## config.mk

```make
export PLATFORM = sky130hd
export DESIGN_NAME = velocity_pid_pwm_controller
export DESIGN_NICKNAME = d
export VERILOG_FILES = /design/src/hw/rtl/vppc_pkg.sv /design/src/hw/rtl/velocity_pid_pwm_controller.sv /design/src/hw/rtl/vppc_mul.sv /design/src/hw/rtl/vppc_cfg.sv
export SDC_FILE = /design/constraint.sdc
export NUM_CORES = 2
export LEC_CHECK = 0
export BUFFER_PORTS_ARGS = -buffer_cell sky130_fd_sc_hd__buf_2
export CORE_MARGIN = 5
export CORE_UTILIZATION = 35
export CTS_CLUSTER_SIZE = 16
export DETAILED_ROUTE_END_ITERATION = 12
export SLEW_MARGIN = 20
export SYNTH_ARGS = -nofsm -noshare
export SYNTH_HDL_FRONTEND = slang
export SYNTH_SLANG_ARGS = --single-unit
```

## constraint.sdc

```tcl
create_clock -name clk -period 25.3 [get_ports clk]
set_clock_uncertainty 0.1 [all_clocks]
set_input_delay 0 -clock clk [delete_from_list [all_inputs] [get_ports clk]]
set_output_delay 0 -clock clk [all_outputs]
set_load 0.02 [all_outputs]
```

## src/hw/rtl/vppc_pkg.sv

```systemverilog
// shared types, widths and constants of the velocity pid pwm controller
package vppc_pkg;

  localparam int RATE_W     = 16;
  localparam int SETPOINT_W = 16;
  localparam int GAIN_W     = 40;
  localparam int DUTY_W     = 10;
  localparam int RPM_W      = 14;
  localparam int ERR_W      = 18;
  localparam int SUM_W      = 32;
  localparam int ACC_W      = 48;
  localparam int CFG_IDX_W  = 8;
  localparam int CFG_DATA_W = 40;

  localparam int MUL_A_W = 20;
  localparam int MUL_B_W = 32;
  localparam int MUL_P_W = MUL_A_W + MUL_B_W;

  localparam logic [CFG_IDX_W-1:0] REG_SETPOINT = 8'd0;
  localparam logic [CFG_IDX_W-1:0] REG_KP       = 8'd1;
  localparam logic [CFG_IDX_W-1:0] REG_KI       = 8'd2;
  localparam logic [CFG_IDX_W-1:0] REG_KD       = 8'd3;

  localparam logic [SETPOINT_W-1:0] SETPOINT_RST = 16'd250;
  localparam logic [GAIN_W-1:0]     KP_RST       = 40'd42949673;
  localparam logic [GAIN_W-1:0]     KI_RST       = 40'd4295;
  localparam logic [GAIN_W-1:0]     KD_RST       = 40'd0;

  // floor(2^20/11) and floor(2^26/333), each followed by one correction step
  localparam logic [MUL_A_W-1:0] RPM_RECIP  = 20'd95325;
  localparam logic [MUL_A_W-1:0] DUTY_RECIP = 20'd201528;
  localparam logic [16:0]        RPM_DIV    = 17'd11;
  localparam logic [18:0]        DRIVE_FULL = 19'd333;
  localparam logic [DUTY_W-1:0]  DUTY_FULL  = 10'd624;

  typedef struct packed {
    logic [SETPOINT_W-1:0] setpoint_rpm;
    logic [GAIN_W-1:0]     gain_proportional;
    logic [GAIN_W-1:0]     gain_integral_scaled;
    logic [GAIN_W-1:0]     gain_derivative_scaled;
  } cfg_regs_t;

endpackage

```

## src/hw/rtl/velocity_pid_pwm_controller.sv

```systemverilog
// velocity pid controller top level: sequencer, state and output register
// Usage:
//   in_*  : one beat per control tick, in_tdata[15:0] = pulse_rate.
//   out_* : one beat per tick, out_tdata[9:0] = pwm_duty, [23:10] = measured_rpm.
//   cfg_* : register writes (0 setpoint, 1 kp, 2 ki*T, 3 kd/T), always ready;
//           write only while no tick is in flight. Unknown indexes are dropped.
// Flow:
//   in_tready is high only while the sequencer is idle, so a new tick is not
//   taken until the last one has been loaded into the output register. When the
//   duty clamps at 0 or full drive, the rest of the duty scaling is skipped. All
//   work runs through the one shared 20x32 multiplier: rpm scaling, two passes
//   for each of the three gain products, two passes for the duty scaling and
//   one for the divide by 333, with narrow add, compare and saturate steps between them.
// Reset:
//   rst_n clears the error sum, previous error and accumulator, loads the
//   register defaults and empties the output register.
// Stall:
//   the result sits in the output register until taken; the next tick may be
//   accepted meanwhile, and it waits at its end until the register frees up.
module velocity_pid_pwm_controller (
  input  logic        clk,
  input  logic        rst_n,
  input  logic        in_tvalid,
  output logic        in_tready,
  input  logic [15:0] in_tdata,   // [15:0] pulse_rate
  output logic        out_tvalid,
  input  logic        out_tready,
  output logic [23:0] out_tdata,  // [9:0] pwm_duty, [23:10] measured_rpm
  input  logic        cfg_valid,
  output logic        cfg_ready,
  input  logic [7:0]  cfg_index,
  input  logic [39:0] cfg_data
);

  localparam logic [4:0] S_IDLE     = 5'd0;
  localparam logic [4:0] S_RPM_MUL  = 5'd1;
  localparam logic [4:0] S_RPM_FIX  = 5'd2;
  localparam logic [4:0] S_ERR      = 5'd3;
  localparam logic [4:0] S_TERM_LO  = 5'd4;
  localparam logic [4:0] S_TERM_HI  = 5'd5;
  localparam logic [4:0] S_TERM_ACC = 5'd6;
  localparam logic [4:0] S_TERM_SAT = 5'd7;
  localparam logic [4:0] S_PID_SAT  = 5'd8;
  localparam logic [4:0] S_ACC      = 5'd9;
  localparam logic [4:0] S_DCHK     = 5'd10;
  localparam logic [4:0] S_DMH      = 5'd11;
  localparam logic [4:0] S_DT       = 5'd12;
  localparam logic [4:0] S_DQ       = 5'd13;
  localparam logic [4:0] S_DFIX     = 5'd14;
  localparam logic [4:0] S_OUT      = 5'd15;

  localparam logic [1:0] TERM_P = 2'd0;
  localparam logic [1:0] TERM_I = 2'd1;
  localparam logic [1:0] TERM_D = 2'd2;

  vppc_pkg::cfg_regs_t cfg;

  logic [4:0] state_r, state_nxt;
  logic [1:0] term_r, term_nxt;

  logic [16:0]                         x_r, x_nxt;
  logic [vppc_pkg::RPM_W-1:0]          rpm_r, rpm_nxt;
  logic signed [vppc_pkg::ERR_W-1:0]   err_r, err_nxt;
  logic signed [vppc_pkg::ERR_W:0]     dif_r, dif_nxt;
  logic signed [vppc_pkg::ERR_W-1:0]   prev_r, prev_nxt;
  logic signed [vppc_pkg::SUM_W-1:0]   sum_r, sum_nxt;
  logic signed [vppc_pkg::ACC_W-1:0]   acc_r, acc_nxt;
  logic signed [vppc_pkg::ACC_W+1:0]   pid_r, pid_nxt;
  logic [71:0]                         prod_r, prod_nxt;
  logic [9:0]                          p0hi_r, p0hi_nxt;
  logic [17:0]                         t_r, t_nxt;
  logic [vppc_pkg::DUTY_W-1:0]         duty_r, duty_nxt;

  logic                                out_valid_r, out_valid_nxt;
  logic [vppc_pkg::DUTY_W-1:0]         out_duty_r, out_duty_nxt;
  logic [vppc_pkg::RPM_W-1:0]          out_rpm_r, out_rpm_nxt;

  logic [vppc_pkg::MUL_A_W-1:0] mul_a;
  logic [vppc_pkg::MUL_B_W-1:0] mul_b;
  logic [vppc_pkg::MUL_P_W-1:0] mul_p;

  logic [vppc_pkg::GAIN_W-1:0]  gain_sel;
  logic signed [32:0]           opnd_sel;
  logic [32:0]                  mag_full;
  logic [31:0]                  mag;
  logic                         neg;
  logic signed [vppc_pkg::ACC_W-1:0] term;

  logic [13:0] rq0;
  logic [16:0] rrem;
  logic signed [32:0] sum_ext;
  logic signed [vppc_pkg::ACC_W:0] acc_ext;
  logic [9:0]  dq0;
  logic [18:0] drem;
  logic        load_out;

  vppc_cfg u_cfg (
    .clk      (clk),
    .rst_n    (rst_n),
    .wr_en    (cfg_valid),
    .wr_index (cfg_index),
    .wr_data  (cfg_data),
    .regs     (cfg)
  );

  vppc_mul u_mul (
    .clk (clk),
    .a   (mul_a),
    .b   (mul_b),
    .p   (mul_p)
  );

  assign cfg_ready = 1'b1;
  assign in_tready = (state_r == S_IDLE);

  // operand and gain of the current pid term
  always_comb begin
    unique case (term_r)
      TERM_P: begin
        gain_sel = cfg.gain_proportional;
        opnd_sel = 33'(err_r);
      end
      TERM_I: begin
        gain_sel = cfg.gain_integral_scaled;
        opnd_sel = 33'(sum_r);
      end
      TERM_D: begin
        gain_sel = cfg.gain_derivative_scaled;
        opnd_sel = 33'(dif_r);
      end
      default: begin
        gain_sel = '0;
        opnd_sel = '0;
      end
    endcase
    neg      = opnd_sel[32];
    mag_full = neg ? 33'(-opnd_sel) : 33'(opnd_sel);
    mag      = mag_full[31:0];
  end

  // saturate the exact product to 48 bits
  always_comb begin
    if (neg) begin
      if ((|prod_r[71:48]) || (prod_r[47] && (|prod_r[46:0]))) begin
        term = {1'b1, {(vppc_pkg::ACC_W-1){1'b0}}};
      end else begin
        term = -$signed(prod_r[47:0]);
      end
    end else begin
      if (|prod_r[71:47]) begin
        term = {1'b0, {(vppc_pkg::ACC_W-1){1'b1}}};
      end else begin
        term = $signed(prod_r[47:0]);
      end
    end
  end

  always_comb begin
    mul_a = '0;
    mul_b = '0;
    unique case (state_r)
      S_RPM_MUL: begin
        mul_a = vppc_pkg::RPM_RECIP;
        mul_b = 32'(x_r);
      end
      S_TERM_LO: begin
        mul_a = gain_sel[19:0];
        mul_b = mag;
      end
      S_TERM_HI: begin
        mul_a = gain_sel[39:20];
        mul_b = mag;
      end
      S_DCHK: begin
        mul_a = 20'(vppc_pkg::DUTY_FULL);
        mul_b = acc_r[31:0];
      end
      S_DMH: begin
        mul_a = 20'(vppc_pkg::DUTY_FULL);
        mul_b = 32'(acc_r[40:32]);
      end
      S_DQ: begin
        mul_a = vppc_pkg::DUTY_RECIP;
        mul_b = 32'(t_r);
      end
      default: ;
    endcase
  end

  assign rq0     = mul_p[33:20];
  assign rrem    = x_r - 17'(17'(rq0) * vppc_pkg::RPM_DIV);
  assign sum_ext = 33'(sum_r) + 33'(err_r);
  assign acc_ext = 49'(acc_r) + 49'($signed(pid_r[vppc_pkg::ACC_W-1:0]));
  assign dq0     = mul_p[35:26];
  assign drem    = {1'b0, t_r} - 19'(19'(dq0) * vppc_pkg::DRIVE_FULL);
  assign load_out = (state_r == S_OUT) && (!out_valid_r || out_tready);

  always_comb begin
    state_nxt     = state_r;
    term_nxt      = term_r;
    x_nxt         = x_r;
    rpm_nxt       = rpm_r;
    err_nxt       = err_r;
    dif_nxt       = dif_r;
    prev_nxt      = prev_r;
    sum_nxt       = sum_r;
    acc_nxt       = acc_r;
    pid_nxt       = pid_r;
    prod_nxt      = prod_r;
    p0hi_nxt      = p0hi_r;
    t_nxt         = t_r;
    duty_nxt      = duty_r;
    out_valid_nxt = out_valid_r;
    out_duty_nxt  = out_duty_r;
    out_rpm_nxt   = out_rpm_r;

    if (out_tready) begin
      out_valid_nxt = 1'b0;
    end

    unique case (state_r)
      S_IDLE: begin
        if (in_tvalid) begin
          x_nxt     = {1'b0, in_tdata} << 1;
          state_nxt = S_RPM_MUL;
        end
      end
      S_RPM_MUL: state_nxt = S_RPM_FIX;
      S_RPM_FIX: begin
        rpm_nxt   = (rrem >= vppc_pkg::RPM_DIV) ? rq0 + 14'd1 : rq0;
        state_nxt = S_ERR;
      end
      S_ERR: begin
        err_nxt = $signed({2'b00, cfg.setpoint_rpm}) - $signed({4'b0000, rpm_r});
        state_nxt = S_TERM_LO;
        term_nxt  = TERM_P;
        pid_nxt   = '0;
      end
      S_TERM_LO: begin
        if (term_r == TERM_P) begin
          // the running sum and the difference of the error are registered here for the I and D terms
          sum_nxt = (sum_ext[32] != sum_ext[31]) ?
                    {sum_ext[32], {(vppc_pkg::SUM_W-1){~sum_ext[32]}}} :
                    sum_ext[31:0];
          dif_nxt = 19'(err_r) - 19'(prev_r);
        end
        state_nxt = S_TERM_HI;
      end
      S_TERM_HI: begin
        prod_nxt  = 72'(mul_p);
        state_nxt = S_TERM_ACC;
      end
      S_TERM_ACC: begin
        prod_nxt  = prod_r + {mul_p, 20'b0};
        state_nxt = S_TERM_SAT;
      end
      S_TERM_SAT: begin
        pid_nxt = pid_r + 50'(term);
        if (term_r == TERM_D) begin
          state_nxt = S_PID_SAT;
        end else begin
          term_nxt  = term_r + 2'd1;
          state_nxt = S_TERM_LO;
        end
      end
      S_PID_SAT: begin
        if (pid_r[49:47] != 3'b000 && pid_r[49:47] != 3'b111) begin
          pid_nxt = pid_r[49] ? 50'sh3_8000_0000_0000 : 50'sh0_7FFF_FFFF_FFFF;
        end
        state_nxt = S_ACC;
      end
      S_ACC: begin
        acc_nxt = (acc_ext[48] != acc_ext[47]) ?
                  {acc_ext[48], {(vppc_pkg::ACC_W-1){~acc_ext[48]}}} :
                  acc_ext[47:0];
        prev_nxt  = err_r;
        state_nxt = S_DCHK;
      end
      S_DCHK: begin
        priority if (acc_r[47]) begin
          duty_nxt  = '0;
          state_nxt = S_OUT;
        end else if (acc_r[46:32] >= 15'(vppc_pkg::DRIVE_FULL)) begin
          duty_nxt  = vppc_pkg::DUTY_FULL;
          state_nxt = S_OUT;
        end else begin
          state_nxt = S_DMH;
        end
      end
      S_DMH: begin
        p0hi_nxt  = mul_p[41:32];
        state_nxt = S_DT;
      end
      S_DT: begin
        t_nxt     = mul_p[17:0] + 18'(p0hi_r);
        state_nxt = S_DQ;
      end
      S_DQ: state_nxt = S_DFIX;
      S_DFIX: begin
        duty_nxt  = (drem >= vppc_pkg::DRIVE_FULL) ? dq0 + 10'd1 : dq0;
        state_nxt = S_OUT;
      end
      S_OUT: begin
        if (load_out) begin
          out_valid_nxt = 1'b1;
          out_duty_nxt  = duty_r;
          out_rpm_nxt   = rpm_r;
          state_nxt     = S_IDLE;
        end
      end
      default: state_nxt = S_IDLE;
    endcase
  end

  always_ff @(posedge clk) begin
    if (!rst_n) begin
      state_r     <= S_IDLE;
      term_r      <= TERM_P;
      out_valid_r <= 1'b0;
      prev_r      <= '0;
      sum_r       <= '0;
      acc_r       <= '0;
    end else begin
      state_r     <= state_nxt;
      term_r      <= term_nxt;
      out_valid_r <= out_valid_nxt;
      prev_r      <= prev_nxt;
      sum_r       <= sum_nxt;
      acc_r       <= acc_nxt;
    end
  end

  always_ff @(posedge clk) begin
    x_r        <= x_nxt;
    rpm_r      <= rpm_nxt;
    err_r      <= err_nxt;
    dif_r      <= dif_nxt;
    pid_r      <= pid_nxt;
    prod_r     <= prod_nxt;
    p0hi_r     <= p0hi_nxt;
    t_r        <= t_nxt;
    duty_r     <= duty_nxt;
    out_duty_r <= out_duty_nxt;
    out_rpm_r  <= out_rpm_nxt;
  end

  assign out_tvalid = out_valid_r;
  assign out_tdata  = {out_rpm_r, out_duty_r};

endmodule

```

## src/hw/rtl/vppc_mul.sv

```systemverilog
// shared 20x32 unsigned multiplier with registered product
module vppc_mul (
  input  logic                         clk,
  input  logic [vppc_pkg::MUL_A_W-1:0] a,
  input  logic [vppc_pkg::MUL_B_W-1:0] b,
  output logic [vppc_pkg::MUL_P_W-1:0] p
);

  logic [vppc_pkg::MUL_P_W-1:0] p_r;

  always_ff @(posedge clk) begin
    p_r <= vppc_pkg::MUL_P_W'(a) * vppc_pkg::MUL_P_W'(b);
  end

  assign p = p_r;

endmodule

```

## src/hw/rtl/vppc_cfg.sv

```systemverilog
// configuration register file: setpoint and the three gains
module vppc_cfg (
  input  logic                            clk,
  input  logic                            rst_n,
  input  logic                            wr_en,
  input  logic [vppc_pkg::CFG_IDX_W-1:0]  wr_index,
  input  logic [vppc_pkg::CFG_DATA_W-1:0] wr_data,
  output vppc_pkg::cfg_regs_t             regs
);

  vppc_pkg::cfg_regs_t regs_r;

  always_ff @(posedge clk) begin
    if (!rst_n) begin
      regs_r.setpoint_rpm           <= vppc_pkg::SETPOINT_RST;
      regs_r.gain_proportional      <= vppc_pkg::KP_RST;
      regs_r.gain_integral_scaled   <= vppc_pkg::KI_RST;
      regs_r.gain_derivative_scaled <= vppc_pkg::KD_RST;
    end else if (wr_en) begin
      unique case (wr_index)
        vppc_pkg::REG_SETPOINT: regs_r.setpoint_rpm <= wr_data[vppc_pkg::SETPOINT_W-1:0];
        vppc_pkg::REG_KP:       regs_r.gain_proportional <= wr_data;
        vppc_pkg::REG_KI:       regs_r.gain_integral_scaled <= wr_data;
        vppc_pkg::REG_KD:       regs_r.gain_derivative_scaled <= wr_data;
        default: ;
      endcase
    end
  end

  assign regs = regs_r;

endmodule

```

; Yosys cells after proc, flatten, opt, wreduce, memory -nomap -nowiden
; Index checks and enable logic that the tools add are counted.
; Widths: inputs -> output; s select.
[word_totals]
regBits = 543
inputBits = 69
out_inout_bits = 27
word_cells = 132
[classes]
addsub = 14
multipliers = 3
n_lt_le_gt_ge = 3
n_eq_ne = 28
muxes = 30
n_bitwise = 2
n_reduce_logical = 30
[ops]
columns = operator, count
row1 = $mux 48, 4
row2 = $pmux 32 s5, 1
row3 = $pmux 50 s3, 1
row4 = $pmux 72 s2, 1
row5 = $pmux 40 s3, 1
row6 = $mux 50, 2
row7 = $pmux 20 s5, 1
row8 = $pmux 33 s3, 1
row9 = $pmux 5 s16, 1
row10 = $add 72x72->72, 1
row11 = $mux 32, 2
row12 = $mul 20x32->52, 1
row13 = $add 50x48->50, 1
row14 = $add 48x48->49, 1
row15 = $neg 48->48, 1
row16 = $reduce_or 47->1, 1
row17 = $eq 5x4->1 const B, 8
row18 = $add 32x17->33, 1
row19 = $neg 32->32, 1
row20 = $mux 10, 3
row21 = $reduce_or 25->1, 1
row22 = $reduce_or 24->1, 1
row23 = $reduce_and 2->1, 11
row24 = $eq 5x3->1 const B, 4
row25 = other kinds (40), 59

; Logic depth before layout (Yosys ltp)
[depth]
depth_word = 7
mapped_depth = 41
ltp_nobuf = 38

; Modules after synthesis
; From an unflattened synthesis, not the netlist that was laid out.
[hier_totals]
cells_unflattened = 6847
hier_area_um2 = 59897.4
[modules_own_cells]
columns = mod, instances, cells_each, area_each_um2, seq_area_each_um2
row1 = velocity_pid_pwm_controller, 1, 3946, 33088.0, 9559.2
row2 = vppc_mul, 1, 2393, 21511.9, 1041.0
row3 = vppc_cfg, 1, 508, 5297.6, 2722.6

; Worst setup path after synthesis
; No wires, ideal clock.
[synth_timing]
path_kind = register -> register
start = register term_r[0]
end = register u_mul.p_r, in the netlist u_mul.p[50]
setup_time_ps = 127
t_arrival_ps = 9398
t_required_ps = 25073
setup_slack_ps = 15675
stages_incl_launch_ff = 38
path_buffers = 7
period_less_slack_ps = 9625
cell_sequence = dfxtp_1 > ha_1 > buf_2 > buf_1 > clkbuf_1 > clkbuf_1 > buf_1 > clkbuf_1 > a21oi_1 > xor2_1 > o21ai_0 > clkbuf_1 > nand2_1 > fa_1 > inv_1 > fa_1 > inv_1 > fa_1 > [... 2 more ...] > fa_1 > fa_1 > inv_1 > fa_1 > inv_1 > ha_1 > a21o_1 > a21o_1 > a21oi_1 > nor2_1 > a2111oi_0 > a211oi_1 > nor3_1 > nor3_1 > a31o_2 > a221oi_1 > o21ai_0 > xor2_1
[synth_via]
elab_chain_cells = 6
elab_cells_between_ends = 10
classes_between = add/sub: 1 / mul: 1 / eq/ne: 2 / mux: 5 / reduce/logical: 1
[synth_rtl]
columns = item, line_no
row1 = "start, declared", velocity_pid_pwm_controller.sv:59  ; logic [1:0] term_r, term_nxt;
row2 = "start signal, assigned", velocity_pid_pwm_controller.sv:325  ; term_r <= term_nxt;
row3 = $eq 2x2->1 (tied with other cells), velocity_pid_pwm_controller.sv:118  ; unique case (term_r)
row4 = $pmux 33 s3, velocity_pid_pwm_controller.sv:118
row5 = $neg 32->32, velocity_pid_pwm_controller.sv:137  ; mag_full = neg ? 33'(-opnd_sel) : 33'(opnd_sel);
row6 = $mux 32, velocity_pid_pwm_controller.sv:137
row7 = $pmux 32 s5, velocity_pid_pwm_controller.sv:161  ; unique case (state_r)
row8 = $mul 20x32->52 (*), vppc_mul.sv:12  ; p_r <= vppc_pkg::MUL_P_W'(a) * vppc_pkg::MUL_P_W'(b);
row9 = "end signal, assigned", vppc_mul.sv:12
row10 = "end, declared", vppc_mul.sv:9  ; logic [vppc_pkg::MUL_P_W-1:0] p_r;
; Every way passes the cells marked *; elsewhere a longest branch is shown, timed or not.
; A chain may end at the register's enable or synchronous reset.

; Final worst setup path
[layout_timing]
start = register term_r[1]
end = register u_mul.p_r, in the netlist u_mul.p[50]
; The elaborated chain is that of the path after synthesis.

==> flow_summary_export.csv <==
group,metric,value,unit
outcome,status,"complete, no violations",
logic_synthesis,ys_async_sr_fraction,0,
placement,port_buffers,94,
die,core-area,0.1650,mm^2
final_layout,register_area,0.01332,mm^2
drt,drc,0,
power,power_frac_seq,0.310,
cts,clk_pin_slew,0.06,ns
setup_path,critPathKind,"reg -> reg",
grt,grt_pass1_wl,303000,um
drt,drtAntennaViolNets,0,
grt,grt_overflow,0,
power,switching_share,0.3775,
grt,antenna_found_initial,10,
sta,fin_crit_sh,0.4641,
grt,grt_usage,0.2257,
cts,cts_max_path_buffers,3,
cts,post_cts_buffers,0,
drt,dr.pass1.iters,7,
final_layout,fill_cells,16524,
hold_path,hold_class,"in -> reg",
hold_path,min_from,"cfg_data[23]",
die,die_x,417.4,um
cts,htree_num_levels,3,
logic_synthesis,synth_top_area_frac,0.2065,
final_layout,mostFrequentLayoutCells,"nand2_1, inv_1, fa_1, nor2_1, a21oi_1",
cts,cts_sinks,541,
setup_path,crit_fanout,66,
sta,final_max_slew_viol_count,0,
die,die-area,0.1742,mm^2
logic_synthesis,synthCells,6821,
power,switchingPower,0.001253,W
run,drv_cap,0,
sta,max_freq,85.17,MHz
sta,grt_setup_unrepaired,"false",
cts,cts-root-buf,"clkbuf_16",
logic_synthesis,ys_seq_area_frac,0.2294,
die,start_util,0.3520,
power,ir_worst_vdd,0.06120,mV
logic_synthesis,ys_warn_count,0,
sta,fin_hold_ws,0.03658,ns
logic_synthesis,yosys_register_bits,541,
power,cell_internal_pwr,0.002066,W
power,comb_power_share,0.379,
final_layout,final_nets,7981,
die,rows,149,
logic_synthesis,synth_top_area_cell,"fa_1",
sta,tns,0,ns
setup_path,slowest_stage,"nand4_1",
cts,worst_skew_pair.late_latency,0.69,ns
setup_path,reg2reg_from,"term_r[1]",
logic_synthesis,synth_ff_type,"dfxtp_1",
die,num_io_pins,96,
sta,finalHoldViolCount,0,
setup_path,cp.arrival,12.19,ns
setup_path,cpMostUsedCell,"fa_1",
sta,setup_slack,13.56,ns
power,pwr-share-clk,0.311,
logic_synthesis,synth.area.top_cells,"fa_1, edfxtp_1, ha_1",
grt,grt_pass1_vias,49722,
drt,wire_per_inst,22.00,um
final_layout,final_layout_size_suffix_gt1_frac,0.05529,
drt,wirelength,199800,um
setup_path,worst_setup_path_start_kind,"flop",
final_layout,final_common_cell,"nand2_1",
sta,min_period,11.74,ns
drt,vias_per_cell,5.594,
final_layout,multi_input_area,0.04057,mm^2
placement,place_ws,13.92,ns
logic_synthesis,synth_area,0.05808,mm^2
die,dieHeight,417.4,um
logic_synthesis,synth_cell_type_count,95,
setup_path,slowest_delay,0.79,ns
cts,cts_buffers,68,
cts,cts_tree,"yes",
logic_synthesis,synth_edf_count,249,
setup_path,startpoint,"term_r[1]",
sta,tightest_slew,1.146,ns
drt,drt_iter0_markers,5144,
power,total_leakage_power,27.98,nW
grt,grt_max_degree,112,
setup_path,required,25.75,ns
drt,dr_total_vias,50805,
logic_synthesis,syn-num-nets,7964,
final_layout,area_growth,10.56,%
power,p_per_area,51.70,mW/mm^2
placement,dpl.hpwl,152700,um
setup_path,crit_path_end_kind,"flop",
placement,place_congestion,0.9800,
sta,setup_viol,0,
sta,max-slew-margin-rel,0.2361,
logic_synthesis,avgSynthCellArea,8.515,um^2
-- stage by stage --
step	instances	area, um^2	power, W	utilization
floorplan	6821	58080	0.001922	-
global placement	8865	60920	0.002246	0.3692
detailed placement	8865	60920	0.002267	0.3692
CTS	9080	64200	0.003322	0.3891
global route	9080	64210	0.003512	0.3892
finish	9082	64220	0.003320	0.3892
-- area by class of cell --
type / instances / share of cell area
inverters: 836 / 0.04890
well taps: 2189 / 0.04265
repair buffers: 277 / 0.03236
clock buffers: 94 / 0.03075
clock inverters: 29 / 0.005962
multi-input cells: 5114 / 0.6318
diodes: 2 / 0.00007794
flip-flops and latches: 541 / 0.2075
-- timing repair --
item	CTS	global route
hold buffers	92	0
endpoints found under the hold margin	217	0
gates resized for setup	0	0
endpoints found under the setup margin	0	0
-- sequential cells by signal, indices dropped and copies added (netlist names) --
name        flops
rpm_r          14
prev_r         17
x_r            16
prod_r         72
err_r          17
dif_r          18
out_tvalid      1
u_cfg.regs    136
duty_r         10
t_r            18
state_r         4
pid_r          50
term_r          2
sum_r          32
p0hi_r         10
out_duty_r     10
acc_r          48
u_mul.p        52
out_rpm_r      14
-- cell families after synthesis --
kind of cell	share of synthesized area
AND/OR/NAND/NOR	0.1661
XOR/XNOR	0.04464
other	0.00006456
buffers and inverters	0.07568
multiplexers	0.004373
adder cells (fa/ha/maj)	0.3133
flip-flops	0.2294
AO/OA/AOI/OAI	0.1665
-- critical path: cells and delay by family, from the launching register on --
kind	cells	cell delay [ns]
fa+ha+maj	9	3.90
compound gates	11	3.50
simple gates	10	2.82
xor+xnor	1	0.16
flops	1	0.35
buf+inv	7	0.79
-- power groups by stage --
| stage | Combinational (W) | Clock [W] | Sequential (W) |
|---|---|---|---|
| 4_1_cts | 0.00124 | 0.00105 | 0.00103 |
| 6_report | 0.00126 | 0.00103 | 0.00103 |
| 3_5_place_dp | 0.00122 | 0 | 0.00104 |
| 2_1_floorplan | 0.000925 | 0 | 0.000996 |
| 3_3_place_gp | 0.00120 | 0 | 0.00104 |
| 5_1_grt | 0.00140 | 0.00109 | 0.00103 |
-- cell usage after synthesis, types with 62 or more instances --
cell,count
a21o_1,141
a21oi_1,490
a31oi_1,63
and2_1,67
clkbuf_1,294
dfxtp_1,292
edfxtp_1,249
fa_1,599
ha_1,475
inv_1,834
nand2_1,997
nand2b_1,62
nand3_1,110
nor2_1,522
nor3_1,94
o21ai_0,371
xnor2_1,187
xor2_1,109
-- worst paths after layout --
kind | to | slack, ns | cells past startpoint
setup / recovery | u_mul.p[50] | 13.56 | 38
hold / removal | u_cfg.regs[63] | 0.04 | 4
setup reg to reg | u_mul.p[50] | 13.56 | 38
hold reg to reg | out_duty_r[6] | 0.32 | 0
-- routing by layer --
layer | GRT usage | wire length (um) | vias up
li1 | - | - | 23095
met1 | 0.3002 | 82360 | 25196
met2 | 0.3554 | 88180 | 2067
met3 | 0.03972 | 17460 | 447
met4 | 0.1119 | 11780 | 0
met5 | 0 | 0 | -
(Power assumes the default switching activity.)
